File: src/rtl/tdsn_pkg.sv
// shared types, constants and helper functions for the torus site and neighbour map
package tdsn_pkg;

	localparam int DIMS = 4;
	localparam int GRID_W = 5;
	localparam int LOCAL_W = 7;
	localparam int SITE_W = 6;
	localparam int RANK_W = 16;
	localparam int GIDX_W = 40;
	localparam int CFG_IDX_W = 3;
	localparam int CFG_DATA_W = 7;
	localparam int QUEUE_DEPTH = 4;
	localparam int DIV_BITS = 4;
	localparam int DIV_STAGES_PER = RANK_W / DIV_BITS;
	localparam int DIV_STAGES = DIV_STAGES_PER * (DIMS - 1);
	localparam int XG_W = 12;
	localparam int DEF_MAX_GRID = 16;
	localparam int DEF_MAX_LOCAL = 64;

	typedef enum logic [CFG_IDX_W-1:0] {
		REG_GRID_X  = 3'd0,
		REG_GRID_Y  = 3'd1,
		REG_GRID_Z  = 3'd2,
		REG_GRID_T  = 3'd3,
		REG_LOCAL_X = 3'd4,
		REG_LOCAL_Y = 3'd5,
		REG_LOCAL_Z = 3'd6,
		REG_LOCAL_T = 3'd7
	} cfg_reg_t;

	typedef enum logic {
		KIND_SITE      = 1'b0,
		KIND_NEIGHBOUR = 1'b1
	} kind_t;

	typedef struct packed {
		logic                kind;
		logic [RANK_W-1:0]   rank;
		logic [SITE_W-1:0]   site_x;
		logic [SITE_W-1:0]   site_y;
		logic [SITE_W-1:0]   site_z;
		logic [SITE_W-1:0]   site_t;
		logic [1:0]          direction;
		logic                forward;
	} req_t;

	typedef struct packed {
		logic [GIDX_W-1:0]   global_index;
		logic [RANK_W-1:0]   neighbour;
		logic                out_of_range;
	} rsp_t;

	typedef struct packed {
		logic [DIMS-1:0][GRID_W-1:0]  grid;
		logic [DIMS-1:0][LOCAL_W-1:0] lcl;
	} cfg_t;

	typedef struct packed {
		req_t item;
		logic site_bad;
	} fe_item_t;

	typedef struct packed {
		logic [GRID_W-1:0] r;
		logic [RANK_W-1:0] n;
	} div_t;

	function automatic logic [GRID_W-1:0] grid_eff(logic [GRID_W-1:0] v, int mx);
		logic [GRID_W-1:0] res;
		if (v == '0)
			res = GRID_W'(1);
		else if (int'(v) > mx)
			res = GRID_W'(mx);
		else
			res = v;
		return res;
	endfunction

	function automatic logic [LOCAL_W-1:0] local_eff(logic [LOCAL_W-1:0] v, int mx);
		logic [LOCAL_W-1:0] res;
		if (v == '0)
			res = LOCAL_W'(1);
		else if (int'(v) > mx)
			res = LOCAL_W'(mx);
		else
			res = v;
		return res;
	endfunction

	// restoring division, DIV_BITS (four) quotient bits per call
	function automatic div_t div_step(logic [GRID_W-1:0] r, logic [RANK_W-1:0] n,
			logic [GRID_W-1:0] d);
		logic [GRID_W:0]   t;
		logic [GRID_W-1:0] rr;
		logic [RANK_W-1:0] nn;
		div_t              res;
		rr = r;
		nn = n;
		for (int i = 0; i < DIV_BITS; i++) begin
			t = {rr, nn[RANK_W-1]};
			nn = {nn[RANK_W-2:0], 1'b0};
			if (t >= {1'b0, d}) begin
				t = t - {1'b0, d};
				nn[0] = 1'b1;
			end
			rr = t[GRID_W-1:0];
		end
		res.r = rr;
		res.n = nn;
		return res;
	endfunction

endpackage

File: src/rtl/torus_domain_site_and_neighbour_map_unit.sv
// top level of the torus site and neighbour map: configuration registers and the two halves
// One transaction in per cycle while req_stall is low, one result out per transaction, in order. A request is
// either a local site (kind 0), returned as its global lattice index, or a neighbour query
// (kind 1), returned as the rank one step along a direction with wrap-around. From
// acceptance to result an item passes one front-end register, the queue, twelve division
// steps that decode the rank into grid coordinates (four quotient bits per step), then
// five multiply-accumulate stages ending in the result register.
// Grid and local lengths of zero act as one and are capped at MAX_GRID and MAX_LOCAL.
// Write configuration only while no transaction is in flight.
module torus_domain_site_and_neighbour_map_unit #(
	parameter int MAX_GRID  = tdsn_pkg::DEF_MAX_GRID,
	parameter int MAX_LOCAL = tdsn_pkg::DEF_MAX_LOCAL
) (
	input  logic                                clk,
	input  logic                                arst_n,
	input  logic                                req_valid,
	output logic                                req_stall,
	input  tdsn_pkg::req_t                      req,
	output logic                                rsp_valid,
	input  logic                                rsp_stall,
	output tdsn_pkg::rsp_t                      rsp,
	input  logic                                cfg_we,
	input  logic [tdsn_pkg::CFG_IDX_W-1:0]      cfg_index,
	input  logic [tdsn_pkg::CFG_DATA_W-1:0]     cfg_data
);
	import tdsn_pkg::*;

	cfg_t     cfg_q;
	logic     push;
	fe_item_t push_data;
	logic     q_full;
	logic     pop;
	fe_item_t head;
	logic     q_empty;

	always_ff @(posedge clk or negedge arst_n) begin
		if (!arst_n) begin
			for (int d = 0; d < DIMS; d++) begin
				cfg_q.grid[d] <= GRID_W'(1);
				cfg_q.lcl[d] <= LOCAL_W'(1);
			end
		end else if (cfg_we) begin
			case (cfg_reg_t'(cfg_index))
				REG_GRID_X:  cfg_q.grid[0] <= cfg_data[GRID_W-1:0];
				REG_GRID_Y:  cfg_q.grid[1] <= cfg_data[GRID_W-1:0];
				REG_GRID_Z:  cfg_q.grid[2] <= cfg_data[GRID_W-1:0];
				REG_GRID_T:  cfg_q.grid[3] <= cfg_data[GRID_W-1:0];
				REG_LOCAL_X: cfg_q.lcl[0] <= cfg_data[LOCAL_W-1:0];
				REG_LOCAL_Y: cfg_q.lcl[1] <= cfg_data[LOCAL_W-1:0];
				REG_LOCAL_Z: cfg_q.lcl[2] <= cfg_data[LOCAL_W-1:0];
				REG_LOCAL_T: cfg_q.lcl[3] <= cfg_data[LOCAL_W-1:0];
				default: cfg_q <= cfg_q;
			endcase
		end
	end

	tdsn_front #(.MAX_LOCAL(MAX_LOCAL)) u_front (
		.clk, .arst_n, .req_valid, .req_stall, .req,
		.cfg(cfg_q), .push, .push_data, .q_full
	);

	tdsn_queue u_queue (
		.clk, .arst_n, .push, .push_data, .full(q_full),
		.pop, .head, .empty(q_empty)
	);

	tdsn_back #(.MAX_GRID(MAX_GRID), .MAX_LOCAL(MAX_LOCAL)) u_back (
		.clk, .arst_n, .cfg(cfg_q), .head, .q_empty, .pop,
		.rsp_valid, .rsp_stall, .rsp
	);

endmodule

File: src/rtl/tdsn_front.sv
// front end: takes transactions, flags bad site coordinates, feeds the queue
module tdsn_front #(
	parameter int MAX_LOCAL = tdsn_pkg::DEF_MAX_LOCAL
) (
	input  logic               clk,
	input  logic               arst_n,
	input  logic               req_valid,
	output logic               req_stall,
	input  tdsn_pkg::req_t     req,
	input  tdsn_pkg::cfg_t     cfg,
	output logic               push,
	output tdsn_pkg::fe_item_t push_data,
	input  logic               q_full
);
	import tdsn_pkg::*;

	logic            v_s1;
	req_t            item_s1;
	logic            bad_s1;
	logic            accept;
	logic            site_bad;
	logic [DIMS-1:0][SITE_W-1:0] site;

	assign site = {req.site_t, req.site_z, req.site_y, req.site_x};

	always_comb begin
		site_bad = 1'b0;
		for (int d = 0; d < DIMS; d++) begin
			if ({1'b0, site[d]} >= local_eff(cfg.lcl[d], MAX_LOCAL))
				site_bad = 1'b1;
		end
		if (req.kind != KIND_SITE)
			site_bad = 1'b0;
	end

	assign push = v_s1 && !q_full;
	assign req_stall = v_s1 && q_full;
	assign accept = req_valid && !req_stall;
	assign push_data = '{item: item_s1, site_bad: bad_s1};

	always_ff @(posedge clk or negedge arst_n) begin
		if (!arst_n) begin
			v_s1 <= 1'b0;
		end else if (accept) begin
			v_s1 <= 1'b1;
		end else if (push) begin
			v_s1 <= 1'b0;
		end
	end

	always_ff @(posedge clk) begin
		if (accept) begin
			item_s1 <= req;
			bad_s1 <= site_bad;
		end
	end

endmodule

File: src/rtl/tdsn_queue.sv
// short queue between front end and back end
module tdsn_queue (
	input  logic               clk,
	input  logic               arst_n,
	input  logic               push,
	input  tdsn_pkg::fe_item_t push_data,
	output logic               full,
	input  logic               pop,
	output tdsn_pkg::fe_item_t head,
	output logic               empty
);
	import tdsn_pkg::*;

	localparam int PW = $clog2(QUEUE_DEPTH);

	fe_item_t          mem_q [QUEUE_DEPTH];
	logic [PW-1:0]     wr_q;
	logic [PW-1:0]     rd_q;
	logic [PW:0]       cnt_q;

	assign full = (cnt_q == (PW+1)'(QUEUE_DEPTH));
	assign empty = (cnt_q == '0);
	assign head = mem_q[rd_q];

	always_ff @(posedge clk or negedge arst_n) begin
		if (!arst_n) begin
			wr_q <= '0;
			rd_q <= '0;
			cnt_q <= '0;
		end else begin
			if (push)
				wr_q <= (wr_q == PW'(QUEUE_DEPTH - 1)) ? '0 : wr_q + 1'b1;
			if (pop)
				rd_q <= (rd_q == PW'(QUEUE_DEPTH - 1)) ? '0 : rd_q + 1'b1;
			if (push && !pop)
				cnt_q <= cnt_q + 1'b1;
			else if (pop && !push)
				cnt_q <= cnt_q - 1'b1;
		end
	end

	always_ff @(posedge clk) begin
		if (push)
			mem_q[wr_q] <= push_data;
	end

	a_cnt_bound: assert property (@(posedge clk) disable iff (!arst_n)
		cnt_q <= (PW+1)'(QUEUE_DEPTH)) else $error("queue count overflow");
	a_pop_empty: assert property (@(posedge clk) disable iff (!arst_n)
		!(pop && empty)) else $error("pop from empty queue");
	a_cnt_inc: assert property (@(posedge clk) disable iff (!arst_n)
		(push && !pop) |=> cnt_q == $past(cnt_q) + 1'b1) else $error("queue count slip");

endmodule

File: src/rtl/tdsn_back.sv
// back end: rank decode by pipelined division, index and neighbour arithmetic, result register
module tdsn_back #(
	parameter int MAX_GRID  = tdsn_pkg::DEF_MAX_GRID,
	parameter int MAX_LOCAL = tdsn_pkg::DEF_MAX_LOCAL
) (
	input  logic               clk,
	input  logic               arst_n,
	input  tdsn_pkg::cfg_t     cfg,
	input  tdsn_pkg::fe_item_t head,
	input  logic               q_empty,
	output logic               pop,
	output logic               rsp_valid,
	input  logic               rsp_stall,
	output tdsn_pkg::rsp_t     rsp
);
	import tdsn_pkg::*;

	typedef struct packed {
		fe_item_t                    fe;
		logic [GRID_W-1:0]           r;
		logic [RANK_W-1:0]           n;
		logic [DIMS-1:0][GRID_W-1:0] crd;
	} dv_t;

	logic adv;
	logic [DIMS-1:0][GRID_W-1:0]  g;
	logic [DIMS-1:0][LOCAL_W-1:0] l;
	logic [DIMS-1:0][XG_W-1:0]    gl_q;
	logic [2*GRID_W-1:0]          t01_q;
	logic [2*GRID_W-1:0]          t23_q;
	logic [4*GRID_W-1:0]          total_q;

	dv_t  dv_s  [DIV_STAGES];
	logic dv_v_s [DIV_STAGES];

	always_comb begin
		for (int d = 0; d < DIMS; d++) begin
			g[d] = grid_eff(cfg.grid[d], MAX_GRID);
			l[d] = local_eff(cfg.lcl[d], MAX_LOCAL);
		end
	end

	// derived sizes, settled long before an item reaches them
	always_ff @(posedge clk) begin
		for (int d = 0; d < DIMS; d++)
			gl_q[d] <= XG_W'(g[d]) * XG_W'(l[d]);
		t01_q <= (2*GRID_W)'(g[0]) * (2*GRID_W)'(g[1]);
		t23_q <= (2*GRID_W)'(g[2]) * (2*GRID_W)'(g[3]);
		total_q <= (4*GRID_W)'(t01_q) * (4*GRID_W)'(t23_q);
	end

	assign adv = !rsp_valid || !rsp_stall;
	assign pop = adv && !q_empty;

	for (genvar k = 0; k < DIV_STAGES; k++) begin : g_div
		localparam int J = k / DIV_STAGES_PER;
		dv_t  din;
		logic vin;
		div_t st;
		always_comb begin
			if (k == 0) begin
				din.fe = head;
				din.r = '0;
				din.n = head.item.rank;
				din.crd = '0;
				vin = !q_empty;
			end else begin
				din = dv_s[(k > 0) ? k-1 : 0];
				vin = dv_v_s[(k > 0) ? k-1 : 0];
				if ((k % DIV_STAGES_PER) == 0) begin
					din.crd[(J > 0) ? DIMS-J : 0] = din.r;
					din.r = '0;
				end
			end
			st = div_step(din.r, din.n, g[DIMS-1-J]);
		end
		always_ff @(posedge clk or negedge arst_n) begin
			if (!arst_n)
				dv_v_s[k] <= 1'b0;
			else if (adv)
				dv_v_s[k] <= vin;
		end
		always_ff @(posedge clk) begin
			if (adv) begin
				dv_s[k].fe <= din.fe;
				dv_s[k].crd <= din.crd;
				dv_s[k].r <= st.r;
				dv_s[k].n <= st.n;
			end
		end
	end

	// grid coordinates once decoding is done
	logic [DIMS-1:0][GRID_W-1:0] c;
	logic [DIMS-1:0][GRID_W-1:0] nc;
	logic [DIMS-1:0][SITE_W-1:0] s;
	req_t it;

	always_comb begin
		it = dv_s[DIV_STAGES-1].fe.item;
		c = dv_s[DIV_STAGES-1].crd;
		c[1] = dv_s[DIV_STAGES-1].r;
		c[0] = dv_s[DIV_STAGES-1].n[GRID_W-1:0];
		s = {it.site_t, it.site_z, it.site_y, it.site_x};
		nc = c;
		for (int d = 0; d < DIMS; d++) begin
			if (it.direction == 2'(d)) begin
				if (it.forward)
					nc[d] = (c[d] == g[d] - 1'b1) ? '0 : c[d] + 1'b1;
				else
					nc[d] = (c[d] == '0) ? g[d] - 1'b1 : c[d] - 1'b1;
			end
		end
	end

	logic                        m0_v_s, m1_v_s, m2_v_s, m3_v_s;
	logic                        m0_kind_s, m1_kind_s, m2_kind_s, m3_kind_s;
	logic                        m0_bad_s, m1_bad_s, m2_bad_s, m3_bad_s;
	logic [DIMS-1:0][XG_W-1:0]   m0_x_s;
	logic [DIMS-1:0][GRID_W-1:0] m0_nc_s;
	logic [2*XG_W-1:0]           m1_acc_s;
	logic [XG_W-1:0]             m1_x2_s, m1_x3_s, m2_x3_s, m3_x3_s;
	logic [9:0]                  m1_nb_s;
	logic [GRID_W-1:0]           m1_nc2_s, m1_nc3_s, m2_nc3_s;
	logic [3*XG_W-1:0]           m2_acc_s;
	logic [14:0]                 m2_nb_s;
	logic [31:0]                 m3_plo_s;
	logic [27:0]                 m3_phi_s;
	logic [4*GRID_W-1:0]         m3_nb_s;
	logic [GIDX_W-1:0]           gidx;

	always_ff @(posedge clk or negedge arst_n) begin
		if (!arst_n) begin
			m0_v_s <= 1'b0;
			m1_v_s <= 1'b0;
			m2_v_s <= 1'b0;
			m3_v_s <= 1'b0;
			rsp_valid <= 1'b0;
		end else if (adv) begin
			m0_v_s <= dv_v_s[DIV_STAGES-1];
			m1_v_s <= m0_v_s;
			m2_v_s <= m1_v_s;
			m3_v_s <= m2_v_s;
			rsp_valid <= m3_v_s;
		end
	end

	assign gidx = {m3_phi_s[19:0], 20'b0} + GIDX_W'(m3_plo_s) + GIDX_W'(m3_x3_s);

	always_ff @(posedge clk) begin
		if (adv) begin
			for (int d = 0; d < DIMS; d++)
				m0_x_s[d] <= XG_W'(c[d]) * XG_W'(l[d]) + XG_W'(s[d]);
			m0_nc_s <= nc;
			m0_kind_s <= it.kind;
			m0_bad_s <= ((4*GRID_W)'(it.rank) >= total_q) || dv_s[DIV_STAGES-1].fe.site_bad;

			m1_acc_s <= (2*XG_W)'(m0_x_s[0]) * (2*XG_W)'(gl_q[1]) + (2*XG_W)'(m0_x_s[1]);
			m1_nb_s <= 10'(m0_nc_s[0]) * 10'(g[1]) + 10'(m0_nc_s[1]);
			m1_x2_s <= m0_x_s[2];
			m1_x3_s <= m0_x_s[3];
			m1_nc2_s <= m0_nc_s[2];
			m1_nc3_s <= m0_nc_s[3];
			m1_kind_s <= m0_kind_s;
			m1_bad_s <= m0_bad_s;

			m2_acc_s <= (3*XG_W)'(m1_acc_s) * (3*XG_W)'(gl_q[2]) + (3*XG_W)'(m1_x2_s);
			m2_nb_s <= 15'(m1_nb_s) * 15'(g[2]) + 15'(m1_nc2_s);
			m2_x3_s <= m1_x3_s;
			m2_nc3_s <= m1_nc3_s;
			m2_kind_s <= m1_kind_s;
			m2_bad_s <= m1_bad_s;

			m3_plo_s <= 32'(m2_acc_s[19:0]) * 32'(gl_q[3]);
			m3_phi_s <= 28'(m2_acc_s[35:20]) * 28'(gl_q[3]);
			m3_nb_s <= (4*GRID_W)'(m2_nb_s) * (4*GRID_W)'(g[3]) + (4*GRID_W)'(m2_nc3_s);
			m3_x3_s <= m2_x3_s;
			m3_kind_s <= m2_kind_s;
			m3_bad_s <= m2_bad_s;

			rsp.out_of_range <= m3_bad_s;
			rsp.global_index <= (m3_kind_s == KIND_SITE && !m3_bad_s) ? gidx : '0;
			rsp.neighbour <= (m3_kind_s == KIND_NEIGHBOUR && !m3_bad_s) ?
				m3_nb_s[RANK_W-1:0] : '0;
		end
	end

	a_bad_zero: assert property (@(posedge clk) disable iff (!arst_n)
		rsp_valid && rsp.out_of_range |-> rsp.global_index == '0 && rsp.neighbour == '0)
		else $error("flagged result carries a value");
	a_one_field: assert property (@(posedge clk) disable iff (!arst_n)
		rsp_valid |-> rsp.global_index == '0 || rsp.neighbour == '0)
		else $error("both result fields set");
	a_nb_range: assert property (@(posedge clk) disable iff (!arst_n)
		rsp_valid && !rsp.out_of_range |-> (4*GRID_W)'(rsp.neighbour) < total_q)
		else $error("neighbour outside grid");

endmodule
File: config.mk
export PLATFORM = sky130hd
export DESIGN_NAME = torus_domain_site_and_neighbour_map_unit
export DESIGN_NICKNAME = d
export VERILOG_FILES = /design/src/rtl/tdsn_pkg.sv /design/src/rtl/torus_domain_site_and_neighbour_map_unit.sv /design/src/rtl/tdsn_front.sv /design/src/rtl/tdsn_queue.sv /design/src/rtl/tdsn_back.sv
export SDC_FILE = /design/constraint.sdc
export NUM_CORES = 2
export LEC_CHECK = 0
export ABC_AREA = 1
export CAP_MARGIN = 20
export CORE_UTILIZATION = 35
export CTS_CLUSTER_DIAMETER = 40
export DETAILED_ROUTE_END_ITERATION = 7
export DONT_BUFFER_PORTS = 1
export PLACE_DENSITY = 0.57
export SLEW_MARGIN = 30
export SYNTH_ARGS = -nofsm -noshare
export SYNTH_HDL_FRONTEND = slang
export SYNTH_SLANG_ARGS = --single-unit
File: constraint.sdc
create_clock -name clk -period 75.5 [get_ports clk]
set_clock_uncertainty 0.2 [all_clocks]
set_input_delay 15.1 -clock clk [delete_from_list [all_inputs] [get_ports clk]]
set_output_delay 15.1 -clock clk [all_outputs]
set_load 0.005 [all_outputs]
==> results by group <==
Detailed routing
  – Drt pass-1 iters: 6
  – Drt initial violations: 5,061
  – Routed via count: 70,548
  – Wire per inst: 16.7 um
  – Via/cell ratio: 4.70
  – # DRC: 0
  – Total Wirelength: 251 mm
  – Detail Route Antenna Nets: 0

Critical path
  – CP Buf/Inv Count: 5
  – Crit. End Element: flop
  – FF-to-FF Start: cfg_q[37]$_DFFE_PN0P_
  – FF-to-FF setup slack: 66.94 ns
  – Slowest cell on the critical path: buf_4
  – Critical Path Fanout Max: 87
  – Critical path cell sequence: nand2_4, buf_6, buf_4, buf_4, buf_4, buf_4
  – Cell family with most CP delay: buffers and inverters
  – Most frequent CP cell: buf_4
  – Worst reg2reg path endpoint: u_back.dv_s[2][125]$_DFFE_PN_
  – Worst r2r path cells: 37
  – CP peak stage delay: 0.84 ns
  – CP required: 75.79 ns
  – Startpoint types: input port
  – Worst path arrival time: 19.59 ns
  – Crit path kind: in2reg

Synthesis
  – Seq cells post-synth: 1,517
  – Mapped Nets: 12,578
  – Syn avg cell area: 10.1 um^2
  – Dominant register cell in the synthesized netlist: edfxtp_1
  – Synth async-reset ratio: 0.0481
  – EDFF count, synth: 1,368
  – Register area share after synthesis: 0.413
  – Synth unique cells: 67
  – Yosys Warn Count: 0
  – Mapped Area: 0.107 mm^2
  – Synth Instances: 10,651

Clock tree
  – Post-cts sizing count: 0
  – CTS Hold Bufs: 0
  – CTS tree: built
  – Skew-Pair Late Insertion Delay: 0.95 ns
  – Clock root cell: clkbuf_16
  – Setup Buffers After CTS: 0
  – Clock-pin slew on the worst setup and hold paths: 0.06 ns
  – TritonCTS Buffers: 227
  – Sink Count: 1,517
  – Clock buffer depth: 4
  – Htree depth: 4

STA
  – Rel. slew slack: 0.292
  – Fmax: 0.0518 GHz
  – Post-Route Setup TNS: 0 ns
  – Final setup viols: 0
  – RSZ-0062 raised after global routing: no
  – Tcrit/Tclk final: 0.256
  – Period minus WS final: 19.29 ns
  – Worst slew pin tran: 1.05 ns
  – Final hold vios: 0
  – Fin. max-slew vios: 0

Layout
  – Syn-to-layout area delta: 11.8%
  – Fill count: 29,761
  – Fin nets: 12,617
  – Share of cells above drive strength 1: 0.0565
  – Most common cell after layout, fill and taps aside: nand2_1
  – Fin area: 0.120 mm^2
  – Most frequent cells in the layout: nand2_1 (2,321), inv_1 (1,978), edfxtp_1 (1,368), fa_1 (975), ha_1 (893)

Hold path
  – Worst hold stages: 0
  – Min-Delay Path Class: reg2reg
  – WHS Endpoint: u_back.dv_s[0][283]$_DFFE_PN_
  – Min-Delay Startpoint: u_back.dv_s[0][193]$_DFFE_PN_

Outcome
  – Status: complete, no violations

Global route
  – Gr ovfl total: 0
  – Pin count of the biggest net entering global routing: 165
  – Antenna violations before repair: 17
  – All-Layer GR Usage: 0.163
  – First-pass GRT wire length: 398 mm
  – Vias in the first global route: 71,157

Die
  – Die Wd: 556 um
  – Floorplan core area: 0.306 mm^2
  – Initial Util: 0.352
  – Die footprint: 0.309 mm^2
  – Die Ht: 556 um
  – Row count: 203
  – I/O Pins: 118

Placement
  – PortBufs: 0
  – Dpl cell area: 0.112 mm^2
  – Detailed Place HPWL: 188 mm
  – RD Place Congestion: 0.890

Job
  – Max cap viols: 0
==> sequential cells by signal (all words and copies together), names as in the netlist, 15 cells and up <==
name / flops
u_back.dv_s: 794
u_queue.mem_q: 180
u_back.rsp: 57
cfg_q: 48
u_back.m0_x_s: 48
u_front.push_data: 44
u_back.gl_q: 36
u_back.m2_acc_s: 36
u_back.m3_plo_s: 32
u_back.m1_acc_s: 24
u_back.m0_nc_s: 20
u_back.m3_phi_s: 20
u_back.total_q: 20
u_back.m3_nb_s: 16
u_back.m2_nb_s: 15
==> through the flow <==
stage | instances | setup WS [ns] | hold WS (ns) | utilization
6_report | 14995 | 56.21 | 0.141 | 0.393
5_1_grt | 14993 | 55.81 | 0.147 | 0.393
4_1_cts | 14981 | 55.91 | 0.133 | 0.393
3_5_place_dp | 14561 | 54.97 | 0.205 | 0.367
3_3_place_gp | 14561 | 55.02 | 0.200 | 0.367
2_1_floorplan | 10651 | 26.78 | 0.200 | -
==> routing by layer <==
layer | vias to the layer above | track usage | share of wire
met5 | - | 0 | 0
met4 | 0 | 0.0552 | 0.031
met3 | 407 | 0.0228 | 0.050
met2 | 1550 | 0.270 | 0.46
met1 | 34263 | 0.220 | 0.46
li1 | 34328 | - | -
==> synthesized netlist by cell type (4+ instances only) <==
library cell / instances / share of area
nand3_1: 390 / 0.018
o21bai_1: 32 / 0.0022
nor2_4: 8 / 0.00084
o211a_1: 4 / 0.00037
o2111ai_1: 6 / 0.00049
nand2_1: 2324 / 0.081
a21boi_0: 8 / 0.00056
buf_1: 12 / 0.00042
a21oi_1: 436 / 0.020
dfxtp_1: 76 / 0.014
nand3_2: 23 / 0.0021
a31oi_1: 25 / 0.0015
o21ai_1: 17 / 0.00079
o21a_1: 12 / 0.00084
nor2_2: 13 / 0.00076
or2_2: 4 / 0.00023
o21ai_2: 8 / 0.00065
nand2_2: 25 / 0.0015
o211ai_1: 12 / 0.00084
o22ai_1: 42 / 0.0024
clkbuf_1: 245 / 0.0086
nor2_1: 648 / 0.023
inv_2: 13 / 0.00045
nand3_4: 11 / 0.0018
buf_2: 5 / 0.00023
nand2_4: 8 / 0.00084
nor3_1: 42 / 0.0020
dfstp_2: 8 / 0.0020
o31ai_1: 5 / 0.00035
nand3b_1: 30 / 0.0021
edfxtp_1: 1368 / 0.38
inv_1: 1980 / 0.069
clkinv_1: 8 / 0.00028
ha_1: 893 / 0.10
nor4_1: 11 / 0.00064
o21ai_0: 340 / 0.016
and2_1: 4 / 0.00023
nand4_1: 71 / 0.0041
a211oi_1: 10 / 0.00070
dfrtp_1: 65 / 0.015
xor2_1: 269 / 0.022
a21o_1: 28 / 0.0020
xnor2_1: 100 / 0.0081
a22oi_1: 5 / 0.00035
fa_1: 975 / 0.18
==> kinds of logic (layout without fill, tap and decap cells) <==
logic type / count (synthesis) / in the layout / share of synthesized area
buf+inv: 2269 / 2499 / 0.0795
other cells: 0 / 14 / 0
compound gates: 1012 / 1012 / 0.0522
flops: 1517 / 1517 / 0.413
fa+ha+maj: 1868 / 1868 / 0.286
simple gates: 3616 / 3616 / 0.139
xor+xnor: 369 / 369 / 0.0301
==> worst max-delay path by stage <==
stage	startpoint	to	cells after the start
5_1_grt	rsp_stall	u_back.rsp[0]$_DFFE_PN_	6
6_report	rsp_stall	u_back.rsp[50]$_SDFFCE_PN0N_	6
3_3_place_gp	rsp_stall	u_back.rsp[0]$_DFFE_PN_	6
4_1_cts	rsp_stall	u_back.rsp[0]$_DFFE_PN_	6
2_1_floorplan	rsp_stall	u_back.g_div[11].vin$_DFFE_PN0N_	3
3_5_place_dp	rsp_stall	u_back.rsp[0]$_DFFE_PN_	6
==> final cells by class <==
class                      instances  area [um^2]  area share
timing repair buffer              76          594     0.00494
tap                             4100         5130      0.0427
clock buffer                     252         5860      0.0487
sequential                      1517        44500       0.370
antenna                           14         35.0    0.000291
inverter                        2003         7520      0.0626
multi-input combinational       6865        54600       0.454
clock inverter                   168         2060      0.0171
==> worst register-to-register path, delay by kind of cell, from the launching register on <==
kind	cells	cell delay, ns
AO/OA/AOI/OAI	6	1.54
adder cells (fa/ha/maj)	5	1.68
buffers and inverters	6	1.51
flip-flops	1	0.37
AND/OR/NAND/NOR	20	2.93
Power is left out: the tool's default activity adds up to more than one toggle a clock period on the data nets, which glitch-free logic cannot reach.
